[src/rtl/gbi_pkg.sv]
// shared constants, codes and types of the gyro bias and yaw integrator
`default_nettype none

package gbi_pkg;

  // yaw fixed point and datapath widths
  localparam int YawFracBits = 16;
  localparam int YawW        = YawFracBits + 9;
  localparam int QuoW        = (YawW > 24) ? YawW : 24;
  localparam int RawW        = 16;
  localparam int BiasW       = 24;
  localparam int SumW        = 28;
  localparam int CalCntW     = 12;
  localparam int DiffW       = 26;
  localparam int MagW        = 25;
  localparam int TickW       = 32;
  localparam int RateW       = 17;
  localparam int SensW       = 16;
  localparam int NumW        = MagW + TickW;
  localparam int DenW        = 33;
  localparam int DivDW       = DenW + 1;
  localparam int DivNW       = NumW + YawFracBits + 2;
  localparam int DivCntW     = $clog2(QuoW);
  localparam int OutYawW     = 25;

  localparam logic [YawW-1:0] YawFull  = YawW'(64'd360 << YawFracBits);
  localparam logic [YawW-1:0] YawLimit = YawFull - 1'b1;

  // item function codes
  localparam logic [1:0] FuncCal   = 2'd0;
  localparam logic [1:0] FuncMeas  = 2'd1;
  localparam logic [1:0] FuncReset = 2'd2;

  // register map
  localparam int         PaddrW        = 4;
  localparam logic [1:0] RegCalSamples = 2'd0;
  localparam logic [1:0] RegTickRate   = 2'd1;
  localparam logic [1:0] RegSens       = 2'd2;

  localparam logic [CalCntW-1:0] CalSamplesRst = 12'd500;
  localparam logic [RateW-1:0]   TickRateRst   = 17'd1000;
  localparam logic [SensW-1:0]   SensRst       = 16'd16768;

  typedef struct packed {
    logic [CalCntW-1:0] cal_samples;
    logic [RateW-1:0]   tick_rate;
    logic [SensW-1:0]   sens;
  } cfg_t;

  typedef struct packed {
    logic             start;
    logic [DivNW-1:0] dividend;
    logic [DivDW-1:0] divisor;
  } div_req_t;

  typedef struct packed {
    logic            done;
    logic            ovf;
    logic [QuoW-1:0] quo;
  } div_res_t;

endpackage

`default_nettype wire

[src/rtl/gbi_if.sv]
// valid/ready channel interfaces for input and result items
`default_nettype none

interface gbi_in_if;
  logic               valid;
  logic               ready;
  logic [1:0]         func;
  logic signed [15:0] raw_rate;
  logic               read_ok;
  logic [31:0]        tick_now;

  modport source (output valid, output func, output raw_rate, output read_ok,
                  output tick_now, input ready);
  modport sink   (input valid, input func, input raw_rate, input read_ok,
                  input tick_now, output ready);
endinterface

interface gbi_out_if;
  logic               valid;
  logic               ready;
  logic [24:0]        yaw_angle;
  logic signed [23:0] rate_bias;
  logic               calibrated;
  logic               calibration_failed;
  logic               sample_used;

  modport source (output valid, output yaw_angle, output rate_bias, output calibrated,
                  output calibration_failed, output sample_used, input ready);
  modport sink   (input valid, input yaw_angle, input rate_bias, input calibrated,
                  input calibration_failed, input sample_used, output ready);
endinterface

`default_nettype wire

[src/rtl/gbi_cfg.sv]
// apb configuration registers
`default_nettype none

module gbi_cfg (
  input  logic                       clk_i,
  input  logic                       rst_ni,
  input  logic                       psel,
  input  logic                       penable,
  input  logic                       pwrite,
  input  logic [gbi_pkg::PaddrW-1:0] paddr,
  input  logic [31:0]                pwdata,
  output logic [31:0]                prdata,
  output logic                       pready,
  output gbi_pkg::cfg_t              cfg_o
);

  gbi_pkg::cfg_t cfg_q;
  logic          wr_en;
  logic [1:0]    reg_idx;

  assign pready  = 1'b1;
  assign wr_en   = psel && penable && pwrite;
  assign reg_idx = paddr[3:2];
  assign cfg_o   = cfg_q;

  always_ff @(posedge clk_i or negedge rst_ni) begin
    if (!rst_ni) begin
      cfg_q.cal_samples <= gbi_pkg::CalSamplesRst;
      cfg_q.tick_rate   <= gbi_pkg::TickRateRst;
      cfg_q.sens        <= gbi_pkg::SensRst;
    end else if (wr_en) begin
      unique case (reg_idx)
        gbi_pkg::RegCalSamples: cfg_q.cal_samples <= pwdata[gbi_pkg::CalCntW-1:0];
        gbi_pkg::RegTickRate:   cfg_q.tick_rate   <= pwdata[gbi_pkg::RateW-1:0];
        gbi_pkg::RegSens:       cfg_q.sens        <= pwdata[gbi_pkg::SensW-1:0];
        default: ;
      endcase
    end
  end

  always_comb begin
    unique case (reg_idx)
      gbi_pkg::RegCalSamples: prdata = 32'(cfg_q.cal_samples);
      gbi_pkg::RegTickRate:   prdata = 32'(cfg_q.tick_rate);
      gbi_pkg::RegSens:       prdata = 32'(cfg_q.sens);
      default:                prdata = '0;
    endcase
  end

endmodule

`default_nettype wire

[src/rtl/gbi_div.sv]
// shared restoring divider, one quotient bit per cycle with overflow check
`default_nettype none

module gbi_div (
  input  logic              clk_i,
  input  logic              rst_ni,
  input  gbi_pkg::div_req_t req_i,
  output gbi_pkg::div_res_t res_o
);

  localparam logic [1:0] DvIdle = 2'd0;
  localparam logic [1:0] DvChk  = 2'd1;
  localparam logic [1:0] DvStep = 2'd2;

  localparam int HiW = gbi_pkg::DivNW - gbi_pkg::QuoW;

  logic [1:0]                   state_q, state_d;
  logic                         done_q, done_d;
  logic                         ovf_q, ovf_d;
  logic [gbi_pkg::DivNW-1:0]    num_q, num_d;
  logic [gbi_pkg::DivDW-1:0]    den_q, den_d;
  logic [gbi_pkg::DivDW-1:0]    rem_q, rem_d;
  logic [gbi_pkg::QuoW-1:0]     quo_q, quo_d;
  logic [gbi_pkg::DivCntW-1:0]  cnt_q, cnt_d;

  logic [HiW-1:0]               num_hi;
  logic                         hi_ovf;
  logic [gbi_pkg::DivDW:0]      trial;
  logic [gbi_pkg::DivDW:0]      trial_sub;
  logic                         trial_ge;

  assign num_hi    = num_q[gbi_pkg::DivNW-1:gbi_pkg::QuoW];
  assign hi_ovf    = num_hi >= HiW'(den_q);
  assign trial     = {rem_q, num_q[gbi_pkg::QuoW-1]};
  assign trial_ge  = trial >= {1'b0, den_q};
  assign trial_sub = trial - {1'b0, den_q};

  always_comb begin
    state_d = state_q;
    done_d  = 1'b0;
    ovf_d   = ovf_q;
    num_d   = num_q;
    den_d   = den_q;
    rem_d   = rem_q;
    quo_d   = quo_q;
    cnt_d   = cnt_q;
    unique case (state_q)
      DvIdle: begin
        if (req_i.start) begin
          num_d   = req_i.dividend;
          den_d   = req_i.divisor;
          state_d = DvChk;
        end
      end
      DvChk: begin
        cnt_d = '0;
        quo_d = '0;
        if (hi_ovf) begin
          ovf_d   = 1'b1;
          done_d  = 1'b1;
          state_d = DvIdle;
        end else begin
          ovf_d   = 1'b0;
          rem_d   = num_q[gbi_pkg::QuoW +: gbi_pkg::DivDW];
          state_d = DvStep;
        end
      end
      DvStep: begin
        rem_d = trial_ge ? trial_sub[gbi_pkg::DivDW-1:0] : trial[gbi_pkg::DivDW-1:0];
        quo_d = {quo_q[gbi_pkg::QuoW-2:0], trial_ge};
        num_d = num_q << 1;
        cnt_d = cnt_q + 1'b1;
        if (cnt_q == gbi_pkg::DivCntW'(gbi_pkg::QuoW - 1)) begin
          done_d  = 1'b1;
          state_d = DvIdle;
        end
      end
      default: state_d = DvIdle;
    endcase
  end

  always_ff @(posedge clk_i or negedge rst_ni) begin
    if (!rst_ni) begin
      state_q <= DvIdle;
      done_q  <= 1'b0;
      ovf_q   <= 1'b0;
      cnt_q   <= '0;
    end else begin
      state_q <= state_d;
      done_q  <= done_d;
      ovf_q   <= ovf_d;
      cnt_q   <= cnt_d;
    end
  end

  always_ff @(posedge clk_i) begin
    num_q <= num_d;
    den_q <= den_d;
    rem_q <= rem_d;
    quo_q <= quo_d;
  end

  assign res_o.done = done_q;
  assign res_o.ovf  = ovf_q;
  assign res_o.quo  = quo_q;

  a_start_when_idle: assert property (@(posedge clk_i) disable iff (!rst_ni)
    req_i.start |-> (state_q == DvIdle))
    else $error("divider started while busy");

  a_rem_below_divisor: assert property (@(posedge clk_i) disable iff (!rst_ni)
    (state_q == DvStep) |-> (rem_q < den_q))
    else $error("partial remainder not below divisor");

endmodule

`default_nettype wire

[src/rtl/gyro_bias_calibrated_yaw_integrator.sv]
// top level: sequencer, shared multiplier and state of the gyro bias and yaw integrator
// a measurement item with a good read steps through exec, multiply, divider load, divider
// wait, apply and done; a calibration item closing a round with valid samples steps through
// exec, divider wait, apply and done; all other items go from exec straight to done
// one item at a time: the next item can be accepted in the cycle after the result is loaded
// reset clears yaw, bias, tick, calibration state and flags; registers take their defaults
`default_nettype none

module gyro_bias_calibrated_yaw_integrator (
  input  logic                       clk_i,
  input  logic                       rst_ni,
  gbi_in_if.sink                     in_i,
  gbi_out_if.source                  out_o,
  input  logic                       psel,
  input  logic                       penable,
  input  logic                       pwrite,
  input  logic [gbi_pkg::PaddrW-1:0] paddr,
  input  logic [31:0]                pwdata,
  output logic [31:0]                prdata,
  output logic                       pready
);

  localparam logic [2:0] StIdle    = 3'd0;
  localparam logic [2:0] StExec    = 3'd1;
  localparam logic [2:0] StMul     = 3'd2;
  localparam logic [2:0] StDivLd   = 3'd3;
  localparam logic [2:0] StDivWait = 3'd4;
  localparam logic [2:0] StApply   = 3'd5;
  localparam logic [2:0] StDone    = 3'd6;

  gbi_pkg::cfg_t     cfg;
  gbi_pkg::div_req_t div_req;
  gbi_pkg::div_res_t div_res;

  // control and architectural state
  logic [2:0]                  state_q, state_d;
  logic [gbi_pkg::YawW-1:0]    yaw_q, yaw_d;
  logic [gbi_pkg::BiasW-1:0]   bias_q, bias_d;
  logic [gbi_pkg::TickW-1:0]   prev_q, prev_d;
  logic [gbi_pkg::SumW-1:0]    sum_q, sum_d;
  logic [gbi_pkg::CalCntW-1:0] att_q, att_d;
  logic [gbi_pkg::CalCntW-1:0] vld_q, vld_d;
  logic                        cal_done_q, cal_done_d;
  logic                        fail_q, fail_d;
  logic                        used_q, used_d;
  logic                        bias_mode_q, bias_mode_d;
  logic                        out_valid_q, out_valid_d;
  logic                        out_load;

  // item and datapath holding registers
  logic [1:0]                  func_q;
  logic [gbi_pkg::RawW-1:0]    raw_q;
  logic                        ok_q;
  logic [gbi_pkg::TickW-1:0]   tick_q;
  logic [gbi_pkg::MagW-1:0]    mag_q;
  logic                        neg_q;
  logic [gbi_pkg::TickW-1:0]   elapsed_q;
  logic [gbi_pkg::NumW-1:0]    prod_q;
  logic [gbi_pkg::DenW-1:0]    den_q;
  logic [gbi_pkg::OutYawW-1:0] out_yaw_q;
  logic [gbi_pkg::BiasW-1:0]   out_bias_q;
  logic                        out_cal_q;
  logic                        out_fail_q;
  logic                        out_used_q;

  logic                        in_accept;
  logic [gbi_pkg::SumW-1:0]    raw_sum_ext;
  logic [gbi_pkg::SumW-1:0]    sum_new;
  logic [gbi_pkg::SumW-1:0]    sum_abs;
  logic [gbi_pkg::CalCntW-1:0] vld_new;
  logic [gbi_pkg::CalCntW:0]   att_inc;
  logic                        round_end;
  logic [gbi_pkg::DivNW-1:0]   bias_dividend;
  logic [gbi_pkg::DivDW-1:0]   bias_divisor;
  logic [gbi_pkg::DivNW-1:0]   yaw_dividend;
  logic [gbi_pkg::DivDW-1:0]   yaw_divisor;
  logic [gbi_pkg::DiffW-1:0]   diff;
  logic [gbi_pkg::DiffW-1:0]   diff_abs;
  logic [gbi_pkg::TickW-1:0]   elapsed;
  logic [gbi_pkg::SensW-1:0]   sens_eff;
  logic [gbi_pkg::RateW-1:0]   rate_eff;
  logic [gbi_pkg::TickW-1:0]   mul_a;
  logic [gbi_pkg::MagW-1:0]    mul_b;
  logic [gbi_pkg::NumW-1:0]    prod_d;
  logic [gbi_pkg::YawW-1:0]    yaw_mag;
  logic [gbi_pkg::YawW:0]      yaw_sum;
  logic [gbi_pkg::YawW:0]      yaw_sum_wrap;
  logic [gbi_pkg::YawW-1:0]    yaw_up;
  logic [gbi_pkg::YawW-1:0]    yaw_dn;
  logic [gbi_pkg::BiasW-1:0]   bias_quo;
  logic [63:0]                 yaw_wide;

  gbi_cfg u_cfg (
    .clk_i   (clk_i),
    .rst_ni  (rst_ni),
    .psel    (psel),
    .penable (penable),
    .pwrite  (pwrite),
    .paddr   (paddr),
    .pwdata  (pwdata),
    .prdata  (prdata),
    .pready  (pready),
    .cfg_o   (cfg)
  );

  gbi_div u_div (
    .clk_i  (clk_i),
    .rst_ni (rst_ni),
    .req_i  (div_req),
    .res_o  (div_res)
  );

  assign in_i.ready = (state_q == StIdle);
  assign in_accept  = in_i.valid && (state_q == StIdle);

  // calibration arithmetic
  assign raw_sum_ext = {{(gbi_pkg::SumW - gbi_pkg::RawW){raw_q[gbi_pkg::RawW-1]}}, raw_q};
  assign sum_new     = sum_q + (ok_q ? raw_sum_ext : '0);
  assign sum_abs     = sum_new[gbi_pkg::SumW-1] ? (~sum_new + 1'b1) : sum_new;
  assign vld_new     = vld_q + gbi_pkg::CalCntW'(ok_q);
  assign att_inc     = {1'b0, att_q} + 1'b1;
  assign round_end   = att_inc >= {1'b0, cfg.cal_samples};
  assign bias_dividend = gbi_pkg::DivNW'({sum_abs, 9'b0}) + gbi_pkg::DivNW'(vld_new);
  assign bias_divisor  = gbi_pkg::DivDW'({vld_new, 1'b0});

  // measurement arithmetic
  assign diff     = {{2{raw_q[gbi_pkg::RawW-1]}}, raw_q, 8'b0}
                  - {{2{bias_q[gbi_pkg::BiasW-1]}}, bias_q};
  assign diff_abs = diff[gbi_pkg::DiffW-1] ? (~diff + 1'b1) : diff;
  assign elapsed  = tick_q - prev_q;
  assign sens_eff = (cfg.sens == '0) ? gbi_pkg::SensW'(1) : cfg.sens;
  assign rate_eff = (cfg.tick_rate == '0) ? gbi_pkg::RateW'(1) : cfg.tick_rate;

  // shared multiplier: sens * rate during exec, |diff| * elapsed afterwards
  assign mul_a  = (state_q == StExec) ? gbi_pkg::TickW'(sens_eff) : elapsed_q;
  assign mul_b  = (state_q == StExec) ? gbi_pkg::MagW'(rate_eff) : mag_q;
  assign prod_d = mul_a * mul_b;

  assign yaw_dividend = gbi_pkg::DivNW'({prod_q, {(gbi_pkg::YawFracBits + 1){1'b0}}})
                      + gbi_pkg::DivNW'(den_q);
  assign yaw_divisor  = {den_q, 1'b0};

  always_comb begin
    div_req.start    = 1'b0;
    div_req.dividend = yaw_dividend;
    div_req.divisor  = yaw_divisor;
    if (state_q == StExec) begin
      div_req.start    = (func_q == gbi_pkg::FuncCal) && round_end && (vld_new != '0);
      div_req.dividend = bias_dividend;
      div_req.divisor  = bias_divisor;
    end else if (state_q == StDivLd) begin
      div_req.start = 1'b1;
    end
  end

  // yaw update with saturation and single wrap
  assign yaw_mag = (div_res.ovf || (div_res.quo > gbi_pkg::QuoW'(gbi_pkg::YawLimit)))
                 ? gbi_pkg::YawLimit : div_res.quo[gbi_pkg::YawW-1:0];
  assign yaw_sum      = {1'b0, yaw_q} + {1'b0, yaw_mag};
  assign yaw_sum_wrap = yaw_sum - {1'b0, gbi_pkg::YawFull};
  assign yaw_up       = (yaw_sum >= {1'b0, gbi_pkg::YawFull})
                      ? yaw_sum_wrap[gbi_pkg::YawW-1:0] : yaw_sum[gbi_pkg::YawW-1:0];
  assign yaw_dn       = (yaw_q >= yaw_mag) ? (yaw_q - yaw_mag)
                      : (yaw_q + (gbi_pkg::YawFull - yaw_mag));
  assign bias_quo     = div_res.quo[gbi_pkg::BiasW-1:0];

  assign out_load = (state_q == StDone) && (!out_valid_q || out_o.ready);

  always_comb begin
    state_d     = state_q;
    yaw_d       = yaw_q;
    bias_d      = bias_q;
    prev_d      = prev_q;
    sum_d       = sum_q;
    att_d       = att_q;
    vld_d       = vld_q;
    cal_done_d  = cal_done_q;
    fail_d      = fail_q;
    used_d      = used_q;
    bias_mode_d = bias_mode_q;
    unique case (state_q)
      StIdle: begin
        if (in_accept) begin
          state_d = StExec;
        end
      end
      StExec: begin
        used_d  = 1'b0;
        state_d = StDone;
        case (func_q)
          gbi_pkg::FuncCal: begin
            used_d = ok_q;
            if (round_end) begin
              cal_done_d = 1'b1;
              prev_d     = tick_q;
              sum_d      = '0;
              att_d      = '0;
              vld_d      = '0;
              if (vld_new == '0) begin
                bias_d = '0;
                fail_d = 1'b1;
              end else begin
                fail_d      = 1'b0;
                bias_mode_d = 1'b1;
                state_d     = StDivWait;
              end
            end else begin
              sum_d = sum_new;
              att_d = att_inc[gbi_pkg::CalCntW-1:0];
              vld_d = vld_new;
            end
          end
          gbi_pkg::FuncMeas: begin
            if (ok_q) begin
              used_d      = 1'b1;
              prev_d      = tick_q;
              bias_mode_d = 1'b0;
              state_d     = StMul;
            end
          end
          gbi_pkg::FuncReset: begin
            yaw_d  = '0;
            prev_d = tick_q;
          end
          default: ;
        endcase
      end
      StMul:   state_d = StDivLd;
      StDivLd: state_d = StDivWait;
      StDivWait: begin
        if (div_res.done) begin
          state_d = StApply;
        end
      end
      StApply: begin
        if (bias_mode_q) begin
          bias_d = neg_q ? (~bias_quo + 1'b1) : bias_quo;
        end else begin
          yaw_d = neg_q ? yaw_dn : yaw_up;
        end
        state_d = StDone;
      end
      StDone: begin
        if (out_load) begin
          state_d = StIdle;
        end
      end
      default: state_d = StIdle;
    endcase
  end

  always_comb begin
    out_valid_d = out_valid_q;
    if (out_load) begin
      out_valid_d = 1'b1;
    end else if (out_o.ready) begin
      out_valid_d = 1'b0;
    end
  end

  always_ff @(posedge clk_i or negedge rst_ni) begin
    if (!rst_ni) begin
      state_q     <= StIdle;
      yaw_q       <= '0;
      bias_q      <= '0;
      prev_q      <= '0;
      sum_q       <= '0;
      att_q       <= '0;
      vld_q       <= '0;
      cal_done_q  <= 1'b0;
      fail_q      <= 1'b0;
      used_q      <= 1'b0;
      bias_mode_q <= 1'b0;
      out_valid_q <= 1'b0;
    end else begin
      state_q     <= state_d;
      yaw_q       <= yaw_d;
      bias_q      <= bias_d;
      prev_q      <= prev_d;
      sum_q       <= sum_d;
      att_q       <= att_d;
      vld_q       <= vld_d;
      cal_done_q  <= cal_done_d;
      fail_q      <= fail_d;
      used_q      <= used_d;
      bias_mode_q <= bias_mode_d;
      out_valid_q <= out_valid_d;
    end
  end

  assign yaw_wide = 64'(yaw_q);

  always_ff @(posedge clk_i) begin
    if (in_accept) begin
      func_q <= in_i.func;
      raw_q  <= in_i.raw_rate;
      ok_q   <= in_i.read_ok;
      tick_q <= in_i.tick_now;
    end
    if (state_q == StExec) begin
      mag_q     <= diff_abs[gbi_pkg::MagW-1:0];
      neg_q     <= (func_q == gbi_pkg::FuncCal) ? sum_new[gbi_pkg::SumW-1]
                                                : diff[gbi_pkg::DiffW-1];
      elapsed_q <= elapsed;
    end
    if (state_q == StMul) begin
      den_q <= prod_q[gbi_pkg::DenW-1:0];
    end
    prod_q <= prod_d;
    if (out_load) begin
      out_yaw_q  <= yaw_wide[gbi_pkg::OutYawW-1:0];
      out_bias_q <= bias_q;
      out_cal_q  <= cal_done_q;
      out_fail_q <= fail_q;
      out_used_q <= used_q;
    end
  end

  assign out_o.valid              = out_valid_q;
  assign out_o.yaw_angle          = out_yaw_q;
  assign out_o.rate_bias          = out_bias_q;
  assign out_o.calibrated         = out_cal_q;
  assign out_o.calibration_failed = out_fail_q;
  assign out_o.sample_used        = out_used_q;

  a_busy_after_accept: assert property (@(posedge clk_i) disable iff (!rst_ni)
    (in_i.valid && in_i.ready) |=> !in_i.ready)
    else $error("item accepted while previous item in flight");

  a_yaw_in_range: assert property (@(posedge clk_i) disable iff (!rst_ni)
    yaw_q < gbi_pkg::YawFull)
    else $error("yaw left the full-turn range");

  a_counts_ordered: assert property (@(posedge clk_i) disable iff (!rst_ni)
    vld_q <= att_q)
    else $error("valid sample count exceeds attempt count");

  a_bias_no_ovf: assert property (@(posedge clk_i) disable iff (!rst_ni)
    (div_res.done && bias_mode_q) |-> !div_res.ovf)
    else $error("bias quotient overflowed");

endmodule

`default_nettype wire
[src/flat_wrapper.sv]
// flat-port wrapper written by rule: the top's interface ports become plain ports
module gyro_bias_calibrated_yaw_integrator_flat 
  (clk_i, rst_ni, psel, penable, pwrite, paddr, pwdata, prdata, pready, in_i_valid, in_i_func, in_i_raw_rate, in_i_read_ok, in_i_tick_now, in_i_ready, out_o_valid, out_o_yaw_angle, out_o_rate_bias, out_o_calibrated, out_o_calibration_failed, out_o_sample_used, out_o_ready);
  gbi_in_if in_i_i ();
  gbi_out_if out_o_i ();
  input  logic clk_i;
  input  logic rst_ni;
  input  logic psel;
  input  logic penable;
  input  logic pwrite;
  input  logic [gbi_pkg::PaddrW-1:0] paddr;
  input  logic [31:0] pwdata;
  output logic [31:0] prdata;
  output logic pready;
  input wire logic [$bits(in_i_i.valid)-1:0] in_i_valid;
  input wire logic [$bits(in_i_i.func)-1:0] in_i_func;
  input wire logic [$bits(in_i_i.raw_rate)-1:0] in_i_raw_rate;
  input wire logic [$bits(in_i_i.read_ok)-1:0] in_i_read_ok;
  input wire logic [$bits(in_i_i.tick_now)-1:0] in_i_tick_now;
  output wire logic [$bits(in_i_i.ready)-1:0] in_i_ready;
  output wire logic [$bits(out_o_i.valid)-1:0] out_o_valid;
  output wire logic [$bits(out_o_i.yaw_angle)-1:0] out_o_yaw_angle;
  output wire logic [$bits(out_o_i.rate_bias)-1:0] out_o_rate_bias;
  output wire logic [$bits(out_o_i.calibrated)-1:0] out_o_calibrated;
  output wire logic [$bits(out_o_i.calibration_failed)-1:0] out_o_calibration_failed;
  output wire logic [$bits(out_o_i.sample_used)-1:0] out_o_sample_used;
  input wire logic [$bits(out_o_i.ready)-1:0] out_o_ready;
  assign in_i_i.valid = in_i_valid;
  assign in_i_i.func = in_i_func;
  assign in_i_i.raw_rate = in_i_raw_rate;
  assign in_i_i.read_ok = in_i_read_ok;
  assign in_i_i.tick_now = in_i_tick_now;
  assign in_i_ready = in_i_i.ready;
  assign out_o_valid = out_o_i.valid;
  assign out_o_yaw_angle = out_o_i.yaw_angle;
  assign out_o_rate_bias = out_o_i.rate_bias;
  assign out_o_calibrated = out_o_i.calibrated;
  assign out_o_calibration_failed = out_o_i.calibration_failed;
  assign out_o_sample_used = out_o_i.sample_used;
  assign out_o_i.ready = out_o_ready;
  gyro_bias_calibrated_yaw_integrator u_core (.clk_i(clk_i), .rst_ni(rst_ni), .in_i(in_i_i), .out_o(out_o_i), .psel(psel), .penable(penable), .pwrite(pwrite), .paddr(paddr), .pwdata(pwdata), .prdata(prdata), .pready(pready));
endmodule
[config.mk]
export PLATFORM = sky130hd
export DESIGN_NAME = gyro_bias_calibrated_yaw_integrator_flat
export DESIGN_NICKNAME = d
export VERILOG_FILES = /design/src/rtl/gbi_pkg.sv /design/src/rtl/gbi_if.sv /design/src/rtl/gbi_cfg.sv /design/src/rtl/gbi_div.sv /design/src/rtl/gyro_bias_calibrated_yaw_integrator.sv /design/src/flat_wrapper.sv
export SDC_FILE = /design/constraint.sdc
export NUM_CORES = 2
export LEC_CHECK = 0
export ABC_AREA = 1
export BUFFER_PORTS_ARGS = -buffer_cell sky130_fd_sc_hd__buf_2
export CAP_MARGIN = 5
export CORE_ASPECT_RATIO = 0.8
export CORE_MARGIN = 5
export CORE_UTILIZATION = 35
export CTS_CLUSTER_DIAMETER = 40
export DETAILED_ROUTE_END_ITERATION = 6
export PLACE_DENSITY_LB_ADDON = 0.25
export SLEW_MARGIN = 30
export SYNTH_ARGS = -nofsm -noshare
export SYNTH_HDL_FRONTEND = slang
export SYNTH_SLANG_ARGS = --single-unit
[constraint.sdc]
create_clock -name clk_i -period 8.7 [get_ports clk_i]
set_input_delay 1.305 -clock clk_i [delete_from_list [all_inputs] [get_ports clk_i]]
set_output_delay 1.305 -clock clk_i [all_outputs]
set_load 0.01 [all_outputs]
# Yosys cells after proc, flatten, opt, wreduce, memory -nomap -nowiden
# Index checks and enable logic that the tools add are counted.
# totals
output_inout_bits	87
register_bits	614
wordCells	192
input_bits	94
# classes
addsub	17
n_mux	62
bitwise	3
n_lt_le_gt_ge	6
n_eq_ne	28
mul	1
reduce_logical	37
# ops
cell	n
$mux 25	8
$pmux 75 s2	1
$mux 24	5
$mux 109	1
$pmux 25 s2	2
$mux 32	3
$pmux 32 s3	1
$mux 28	3
$add 74x33->75	1
$mux 75	1
$mux 34	2
$pmux 34 s2	1
$mul 32x25->57	1
$pmux 17 s3	1
$ge 50x34->1	1
$pmux 24 s2	1
$add 37x12->38	1
$ge 35x34->1	1
$sub 34x34->34	1
$sub 32x32->32	1
$add 28x1->28 const B	1
$add 28x28->28	1
$not 28->28	1
$add 25x25->26	1
50 further kinds	113

# Longest topological paths before layout
# logic_depth
depth_word	9
mapped_depth	40
mapped_depth_nobuf	38

# By module
# From an unflattened synthesis, not the netlist that was laid out.
# hier_totals
cells_unflattened	8587
hier_area_um2	67135.6
# by_module_without_submodules
module	instances	seq_area_each_um2	area_per_inst_um2	cells_each
gyro_bias_calibrated_yaw_integrator	1	10495.1	53642.7	6902
gbi_div	1	5270.1	11215.8	1398
gbi_cfg	1	1144.8	2277.2	287

# Least setup slack after synthesis
# OpenSTA, ideal clock, no wires.
# synth_path
kind	reg-to-reg
startpoint	register u_core.state_q[0]
endpoint	register u_core.prod_q[50] (netlist name)
setup_time_ps	127
stages_incl_launch_ff	35
path_buffers	3
t_arrival_ps	7631
path_slack_ps	942
period_less_slack_ps	7758
t_required_ps	8573
path_cell_list	dfrtp_1 inv_1 nor2_1 inv_1 nor2_1 inv_2 clkbuf_1 clkbuf_1 o21ai_1 clkbuf_1 nand2_1 fa_1 inv_1 fa_1 inv_1 fa_1 inv_1 fa_1 fa_1 fa_1 inv_1 fa_1 inv_1 ha_1 a21oi_1 inv_1 a31oi_1 inv_1 a211oi_1 o21ai_0 a21oi_1 o21ai_0 a21oi_1 o21ai_0 xor2_1
# synth_via
elab_chain_cells	3
word_cells_on_any_way	4
cone_classes	mul (1); eq/ne (1); mux (2)
# synth_lines
item	line	rtl
start, declared	gyro_bias_calibrated_yaw_integrator.sv:36	logic [2:0] state_q, state_d;
start signal, assigned	gyro_bias_calibrated_yaw_integrator.sv:263	state_q <= StIdle;
start signal, assigned	gyro_bias_calibrated_yaw_integrator.sv:276	state_q <= state_d;
$eq 3x1->1 (*)	gyro_bias_calibrated_yaw_integrator.sv:135, gyro_bias_calibrated_yaw_integrator.sv:136	
$mux 32 / $mux 25 (equally long branches)	gyro_bias_calibrated_yaw_integrator.sv:135, gyro_bias_calibrated_yaw_integrator.sv:136	
$mul 32x25->57 (*)	gyro_bias_calibrated_yaw_integrator.sv:137	assign prod_d = mul_a * mul_b;
named net u_core.prod_d, one bit	gyro_bias_calibrated_yaw_integrator.sv:84	logic [gbi_pkg::NumW-1:0] prod_d;
end signal, assigned	gyro_bias_calibrated_yaw_integrator.sv:309	prod_q <= prod_d;
end, declared	gyro_bias_calibrated_yaw_integrator.sv:58	logic [gbi_pkg::NumW-1:0] prod_q;
# Mark *: on every way through the listed nets, which the timed path passes. The rest lies on a longest branch.
# A chain may end at the register's enable or synchronous reset.

# Final worst setup path
# layout_path
startpoint	register u_core.state_q[0]
endpoint	register u_core.prod_q[54] (netlist name)
# Same word-level chain as after synthesis.

==> summary by stage <==
Hold path
In this run the worst hold path is classified as register to register. The worst hold path startpoint is u_core.bias_q[23]. Along the worst hold path, the cell count comes to 0.

Global routing
In the global route stage, met2 resource usage came out at 0.3148. The total routing resource utilization after global routing is 0.2167. The first global-routing pass estimated 327.5 mm of wire. The global-route met1 utilization is 0.3318. For this run, global-route usage on met3 was measured as 0.03905. The via count of the first global-routing pass came to 53918. Entering global routing, the biggest net connects 117 pins.

After global routing the overflow that remains totals 0. The number of antenna violations at the first check in global routing is 3. The highest-utilization routing layer at the global route stage is met1.

CTS
TritonCTS built the clock tree. The clock buffer count from CTS is 97. The source-to-sink clock delay at the later pin of the worst-skew pair is 0.74 ns. Clock tree synthesis found a total of 613 sinks. The root buffer selected by CTS is clkbuf_16. The hold buffer count at cts is 0. The clock tree synthesis step divided the H-tree into 3 levels. In this run the deepest clock path goes through 3 buffers. The clock transition at the register clock pins on the worst setup and hold paths after CTS is 0.06 ns.

Synth
The number of register bits inferred by synthesis is 613. In the synthesized netlist the async set-or-reset flop fraction comes to 0.3181. The share of synthesized cell area in and, or, nand and nor gates is 0.1900.

The synthesized cell area is 64780 um^2. Of the total synthesized cell area, the portion taken by full adders, half adders and majority gates is 0.3081. The count of flip-flops with a built-in enable after synthesis is 361. By area, the combinational part of the netlist is dominated by adder cells. The complex-gate fraction of the synthesized area is 0.09532. For this run, the register share of the synthesized area comes to 0.2606. The mux contribution to synthesized area is 0.0004829.

Of the total synthesized cell area, the portion taken by XOR and XNOR cells is 0.03150. In this run, distinct cell masters in the synthesized netlist total 73. The total number of yosys warnings is 0. The synthesized area per cell is 8.062 um^2. The prevailing post-synth register cell is edfxtp_1. The count of mapped cells out of synthesis is 8035.

Critical path
Data on the critical path arrives at its endpoint at 8.92 ns. The type of the worst setup path is register to register. Of all nets on the critical path, the largest fanout is 23. In this run the worst setup path terminates at u_core.prod_q[54]. STA classifies the critical path startpoint as a register.

The setup slack on the worst flop-to-flop path is 0.41 ns. The largest single stage delay on the critical path is 0.74 ns. The most critical setup path has its startpoint at u_core.state_q[0].

By instance count, the cell type seen most on the critical path is inv_1. The master of the slowest instance on the critical path is fa_1. The sort of element at the end of the critical path is a register. The required time reported for the critical path endpoint is 9.33 ns. The end of the worst register-to-register path is u_core.prod_q[54].

The critical register-to-register path startpoint is u_core.state_q[0]. The length in cells of the worst reg-to-reg path is 31.

Floorplanning
The die area is 193800 um^2. For this configuration, the core starts out at a cell density of 0.3514. The die is 491 um wide. The height of the die is 394.8 um. Pin placement for this block handled 181 I/O pins. The placeable core region is 184400 um^2.

The number of rows in the core area is 141.

Detailed routing
The post-detailed-route DRC marker count is 0. The detail route stage leaves a number of antenna-violating nets equal to 0. The via count is 53966.

After detailed routing, the number of vias per cell comes to 5.019. For this block, the routed nets add up to 212.8 mm of wire. Before antenna repair, the detailed router went through 6 iterations.

The average routed wire per standard cell is 19.79 um. The DRC violation total after the first TritonRoute iteration is 4867.

Timing
The final max-slew violation count was 0. Setup repair after global routing left no endpoint under its margin. The smallest clock period supported by the final layout is computed as 8.287 ns. The slew of the pin with the lowest slew margin is 0.9791 ns. In the final timing run, aggregate negative setup slack is 0 ns. The worst clock skew on the final layout is 0.05802 ns. The final number of hold-violating endpoints was 0. Setup violations remaining at the end of the flow were counted as 0. In the finished design, the share of the clock period the worst path needs comes to 0.9526. The peak clock frequency supported by timing is 0.1207 GHz. Measured against its own limit, the worst slew margin works out to 0.3432.

Cells and area
The share of post-route cells with drive strength above 1 is 0.08149. The area growth from synthesis to final layout is 12.34%. The number of nets in the layout is 9495. The finished cells cover 72770 um^2. The layout has 18730 filler cells.

Outcome
The flow ran to the end, and the final reports show no timing, DRC or antenna violations.

Placement
Buffers placed on the I/O ports in this run total 147. The placed wire-length estimate is 173.3 mm. Summing all placed instances gives a cell area of 69180 um^2. The congestion estimate from routability-driven global placement came to 0.9808.

Job
Max-cap violations in this run came to 0.
cells in the final DEF (no fill, tap or decap), types with 45 or more instances in the layout:
cell and n:
a31oi_1 54, xnor2_1 71, nand3_1 243, ha_1 450
nand4_1 80, inv_1 1665, a21oi_1 419, nand2_1 1584
xor2_1 162, buf_4 164, or2_2 45, dfxtp_1 57
fa_1 715, buf_2 146, dfrtp_1 179, nor3_1 73
edfxtp_1 361, nor2_1 831, clkbuf_16 101, o21ai_0 380
registers in the layout, indices dropped and copies added (netlist names), 12 cells and up:
register	count
u_core.prev_q	32
u_core.sum_q	28
u_core.att_q	12
u_core.yaw_q	25
u_core.u_cfg.cfg_o	45
u_core.out_o.rate_bias	24
u_core.bias_q	24
u_core.out_o.yaw_angle	25
u_core.tick_q	32
u_core.raw_q	16
u_core.vld_q	12
u_core.u_div.den_q	33
u_core.prod_q	57
u_core.mag_q	25
u_core.elapsed_q	32
u_core.u_div.rem_q	34
u_core.u_div.num_q	75
u_core.u_div.quo_q	25
u_core.den_q	33
routing by layer:
layer / vias up / part of all wire
met5: - / 0
met2: 1914 / 0.41
met4: 0 / 0.024
met1: 26231 / 0.49
met3: 246 / 0.078
li1: 25575 / -
logic make-up (layout without fill, tap and decap cells):
logic type	count (synthesis)	count (layout)
AO/OA/AOI/OAI	1103	1103
XOR/XNOR	233	233
adder cells (fa/ha/maj)	1166	1166
buffers and inverters	1938	2209
flip-flops	613	613
multiplexers	3	3
other	2	17
AND/OR/NAND/NOR	2977	2977
metrics by stage:
stage	worst slack [ns]	util	hold slack, ns	cells
after floorplan	0.9419	-	0.4123	8049
after global placement	0.2233	0.3751	0.4328	10555
after detailed placement	0.1327	0.3753	0.4310	10556
after CTS	0.1156	0.3937	0.4432	10740
after global routing	0.02163	0.3947	0.4480	10751
final	0.4125	0.3947	0.4437	10752
Yosys cell counts, types with 45 or more instances:
cell type | number | area [um^2]
a31oi_1 | 55 | 344.1
inv_1 | 1675 | 6287
ha_1 | 451 | 5643
xor2_1 | 162 | 1419
nand2_1 | 1587 | 5957
xnor2_1 | 71 | 621.9
nand4_1 | 80 | 500.5
nor2_1 | 836 | 3138
clkbuf_1 | 190 | 713.2
edfxtp_1 | 361 | 10840
dfxtp_1 | 57 | 1141
dfrtp_1 | 180 | 4504
nor3_1 | 74 | 370.4
o21ai_0 | 392 | 1962
a21oi_1 | 422 | 2112
or2_2 | 45 | 281.5
fa_1 | 715 | 14310
nand3_1 | 244 | 1221
critical path: cells and delay by family (launching register included):
family	cells	cell delay, ns
flip-flops	1	0.44
adder cells (fa/ha/maj)	8	4.30
buffers and inverters	12	1.84
AO/OA/AOI/OAI	6	1.10
AND/OR/NAND/NOR	4	0.32
XOR/XNOR	1	0.16
what timing repair did:
item,CTS,global route
resized for setup,0,28
setup endpoints to repair,0,16
setup buffers,0,9
cell type report:
type | count | area (um^2) | area share
clock buffer | 114 | 2615 | 0.03593
clock inverter | 70 | 777.0 | 0.01068
multi-input combinational | 5498 | 40730 | 0.5597
timing repair buffer | 328 | 2320 | 0.03188
antenna | 1 | 2.502 | 0.00003439
inverter | 1697 | 6404 | 0.08800
tap | 2431 | 3042 | 0.04180
sequential | 613 | 16880 | 0.2320
how the worst min path moves through the flow:
stage                                            end  slack, ns
after floorplan                      u_core.den_q[0]       0.41
after global placement       u_core.out_o.calibrated       0.43
after detailed placement  u_core.out_o.rate_bias[23]       0.43
after CTS                 u_core.out_o.rate_bias[23]       0.44
after global routing      u_core.out_o.rate_bias[16]       0.45
final                     u_core.out_o.rate_bias[23]       0.44
Power is left out: the tool's default activity adds up to more than one toggle a clock period on the data nets, which glitch-free logic cannot reach.
